### src/rtl/sedtc_ram.sv
// ----------------------------------------------------------------------------
// sedtc_ram
// Generic single-write, single-read RAM with a registered read port.
// ----------------------------------------------------------------------------
module sedtc_ram #(
    parameter int WIDTH = 8,
    parameter int DEPTH = 16
) (
    input  logic                     clk,
    input  logic                     we,
    input  logic [$clog2(DEPTH)-1:0] waddr,
    input  logic [WIDTH-1:0]         wdata,
    input  logic                     re,
    input  logic [$clog2(DEPTH)-1:0] raddr,
    output logic [WIDTH-1:0]         rdata
);

    logic [WIDTH-1:0] mem [DEPTH];

    // write port
    always_ff @(posedge clk)
    begin
        if (we)
        begin
            mem[waddr] <= wdata;
        end
    end

    // registered read port
    always_ff @(posedge clk)
    begin
        if (re)
        begin
            rdata <= mem[raddr];
        end
    end

endmodule

### config.mk
export PLATFORM = sky130hd
export DESIGN_NAME = sedtc_ram
export DESIGN_NICKNAME = d
export VERILOG_FILES = /design/src/rtl/sedtc_ram.sv
export SDC_FILE = /design/constraint.sdc
export NUM_CORES = 1
export LEC_CHECK = 0
export BUFFER_PORTS_ARGS = -buffer_cell sky130_fd_sc_hd__buf_4
export CORE_MARGIN = 8
export CORE_UTILIZATION = 55
export DETAILED_ROUTE_END_ITERATION = 10
export PLACE_DENSITY = 0.7
export SLEW_MARGIN = 10
export SYNTH_ARGS = -nofsm -noshare
export SYNTH_HDL_FRONTEND = slang
export SYNTH_SLANG_ARGS = --single-unit
### constraint.sdc
create_clock -name clk -period 2.3 [get_ports clk]
set_input_delay 0.23 -clock clk [delete_from_list [all_inputs] [get_ports clk]]
set_output_delay 0.23 -clock clk [all_outputs]
set_load 0.01 [all_outputs]
==> impl_metrics.toml <==
[synthesis]
ys_top_cells_by_area = "edfxtp_1 78%, mux4_2 7.8%, mux4_1 7.0%, a22oi_1 2.3%, nor2_1 0.93%"
syn_area_mm2 = 0.00523
synth_common_cells = "136 x edfxtp_1, 18 x mux4_2, 16 x a22oi_1"
synth-main-ff-cell = "edfxtp_1"
synth_seq_cells = 136
syn_area_per_cell_um2 = 22.8
yosys.area.top_type_share_pct = 78.1
yosysSeqAreaShare_pct = 78.1
synth.area.mux_share_pct = 14.8
synth-adder-area-share_pct = 0
synth_top_cell_by_area = "edfxtp_1"
synth-edff-count = 136
yosys.area_share.xor_xnor_pct = 0
synth_top_family_by_area = "multiplexers"
synthCells = 229
synth_most_common_cell = "edfxtp_1"
synth_fp_nets = 248
async_reset_ff_share_pct = 0
yosysUniqueCellTypes = 18
synth_simple_gate_area_share_pct = 3.14
synth_compound_area_share_pct = 2.30
synth_warnings = 0

[worst_setup_path]
cp.arrival_ps = 1780
max_stage_delay_ps = 520
r2r_slack_ps = 780
cp_data_required_time_ps = 2570
worstPathCellList = "mux4_1, a22oi_1, nand2_1"
path_max_fanout = 1
crit_type = "reg2reg"
worst-r2r-cell-count = 3
start_kind = "register"
cp_slowest_cell = "mux4_1"
end_kind = "register"

[die]
ios = 27
start_util_pct = 56.6
dieArea_mm2 = 0.0129
core.rowCount = 35
fp.dieW_um = 113
die_h_um = 113
placeableCoreArea_mm2 = 0.00924

[global_route]
grt.overflow.total = 0
grt_first_pass_wirelength_um = 14500
grtUsageTotal_pct = 16.0
grt_antenna_before_repair = 0
first_global_vias = 2541
grt_max_degree = 33

[finish]
drive_gt1_share_pct = 31.6
n_antenna_cell = 0
area_growth_syn_to_layout_pct = 19.7
nets = 304

[placed_design]
finalWeightedCongestion = 0.707
dp_hpwl_um = 5800
port_buffers = 26

[pwr]
leakagePower_nw = 2.13
combinationalPowerShare_pct = 4.6
pwr-share-seq_pct = 48.4
switchingPower_mw = 1.13
vdd_drop_max_v = 0.000599
p_clk_share_pct = 47.0
cellInternalPower_mw = 4.66
p_sw_share_pct = 19.6
p_per_area_mw_per_mm2 = 926

[run_status]
status = "finished clean"

[min_path]
holdPathStages = 1
hold_path.class = "in2reg"

[timing]
max_clock_freq_ghz = 0.659
finClkSkew_ps = 4.87
finalHoldViolations = 0
slew_headroom_pct = 51.3
rsz0062_at_grt = "false"
tightest_slew_ps = 728
whs_ps = 20.1
drv_slew = 0
setup_viol = 0
final.setup.tns_ps = 0
post-route-min-period_ps = 1520
post-route-period-util_pct = 66.0

[clock_tree]
postCtsSetupRepairBufs = 0
htree_levels = 4
cts_tree = "built"
numCtsBuffers = 17
clk_latency_ps = 520
clockBufferDepth = 2
root_buffer = "clkbuf_8"
cts.sinks = 136
clkTransAtPathRegs_ps = 60

[drt]
routedWlPerCell_um = 22.9
firstDrtPassIters = 4
postRouteAntennaNets = 0
drt_iter0_drc = 203
routed_wl_um = 9740
drc = 0
vias = 2463
viasPerCell = 5.78

[run]
drv_cap = 0
[critical path, delay by kind of cell (launching register included)]
kind | cells | cell delay [ps]
AOI/OAI and AO/OA | 1 | 290
DFF | 1 | 380
muxes | 1 | 520
and+or+nand+nor | 1 | 80
[sequential cells by signal (all words and copies together), names as in the netlist]
signal	flops
mem	128
rdata	8
[stage by stage]
step / util (%) / setup WS [ps] / std cells / power (mW) / area [um2]
finish: 67.7 / 783 / 426 / 5.80 / 6260
detailed placement: 61.1 / 405 / 394 / 3.13 / 5650
floorplan: - / 577 / 229 / 3.00 / 5230
global placement: 61.1 / 415 / 394 / 3.12 / 5650
global route: 67.7 / 714 / 426 / 5.95 / 6260
CTS: 67.7 / 761 / 426 / 5.84 / 6260
[path summary, 6_finish.rpt]
check | to | from
max | rdata[2]$_DFFE_PP_ | mem[1][2]$_DFFE_PP_
min | mem[3][2]$_DFFE_PP_ | wdata[2]
max reg2reg | rdata[2]$_DFFE_PP_ | mem[1][2]$_DFFE_PP_
min reg2reg | rdata[3]$_DFFE_PP_ | mem[4][3]$_DFFE_PP_
[power groups by stage]
| stage | clock network (mW) | logic, mW | registers (mW) |
|---|---|---|---|
| 2_1_floorplan | 0 | 0.141 | 2.86 |
| 3_3_place_gp | 0 | 0.263 | 2.86 |
| 3_5_place_dp | 0 | 0.268 | 2.86 |
| 4_1_cts | 2.76 | 0.271 | 2.81 |
| 5_1_grt | 2.85 | 0.288 | 2.81 |
| 6_report | 2.72 | 0.267 | 2.81 |
[routing by layer]
layer  track usage [%]  share of wire [%]
met1              20.2                 40
met2              25.4                 50
met3              5.23                7.7
met4              5.77                1.5
met5                 0                  0
[timing repair]
action / in CTS / in global routing
setup endpoints to repair: 0 / 0
hold buffers: 1 / 0
gates resized for setup: 0 / 0
endpoints found under the hold margin: 8 / 0
[cells in the final DEF (no fill, tap or decap), drive strengths merged]
cell type and n:
nand2 9, clkinv 7, a22oi 16, clkbuf 18
nor2 13, buf 46, and2 1, bufinv 4
nand3 1, nor2b 1, mux4 32, nand2b 2
edfxtp 136, or3b 1, nand3b 2, and2b 1
dlygate4sd3 1, clkinvlp 2, nor3 4
[cells by family after synthesis]
group	Yosys count
AND/OR/NAND/NOR	35
buffers and inverters	10
multiplexers	32
AO/OA/AOI/OAI	16
flip-flops	136
[layout make-up]
type                            instances  area, um2
Clock buffer                           18        418
Clock inverter                         13        180
Fill cell                             574       2980
Multi-Input combinational cell         83       1060
Sequential cell                       136       4080
Tap cell                              129        161
Timing Repair Buffer                   47        355
Power figures use the tool's default switching activity.
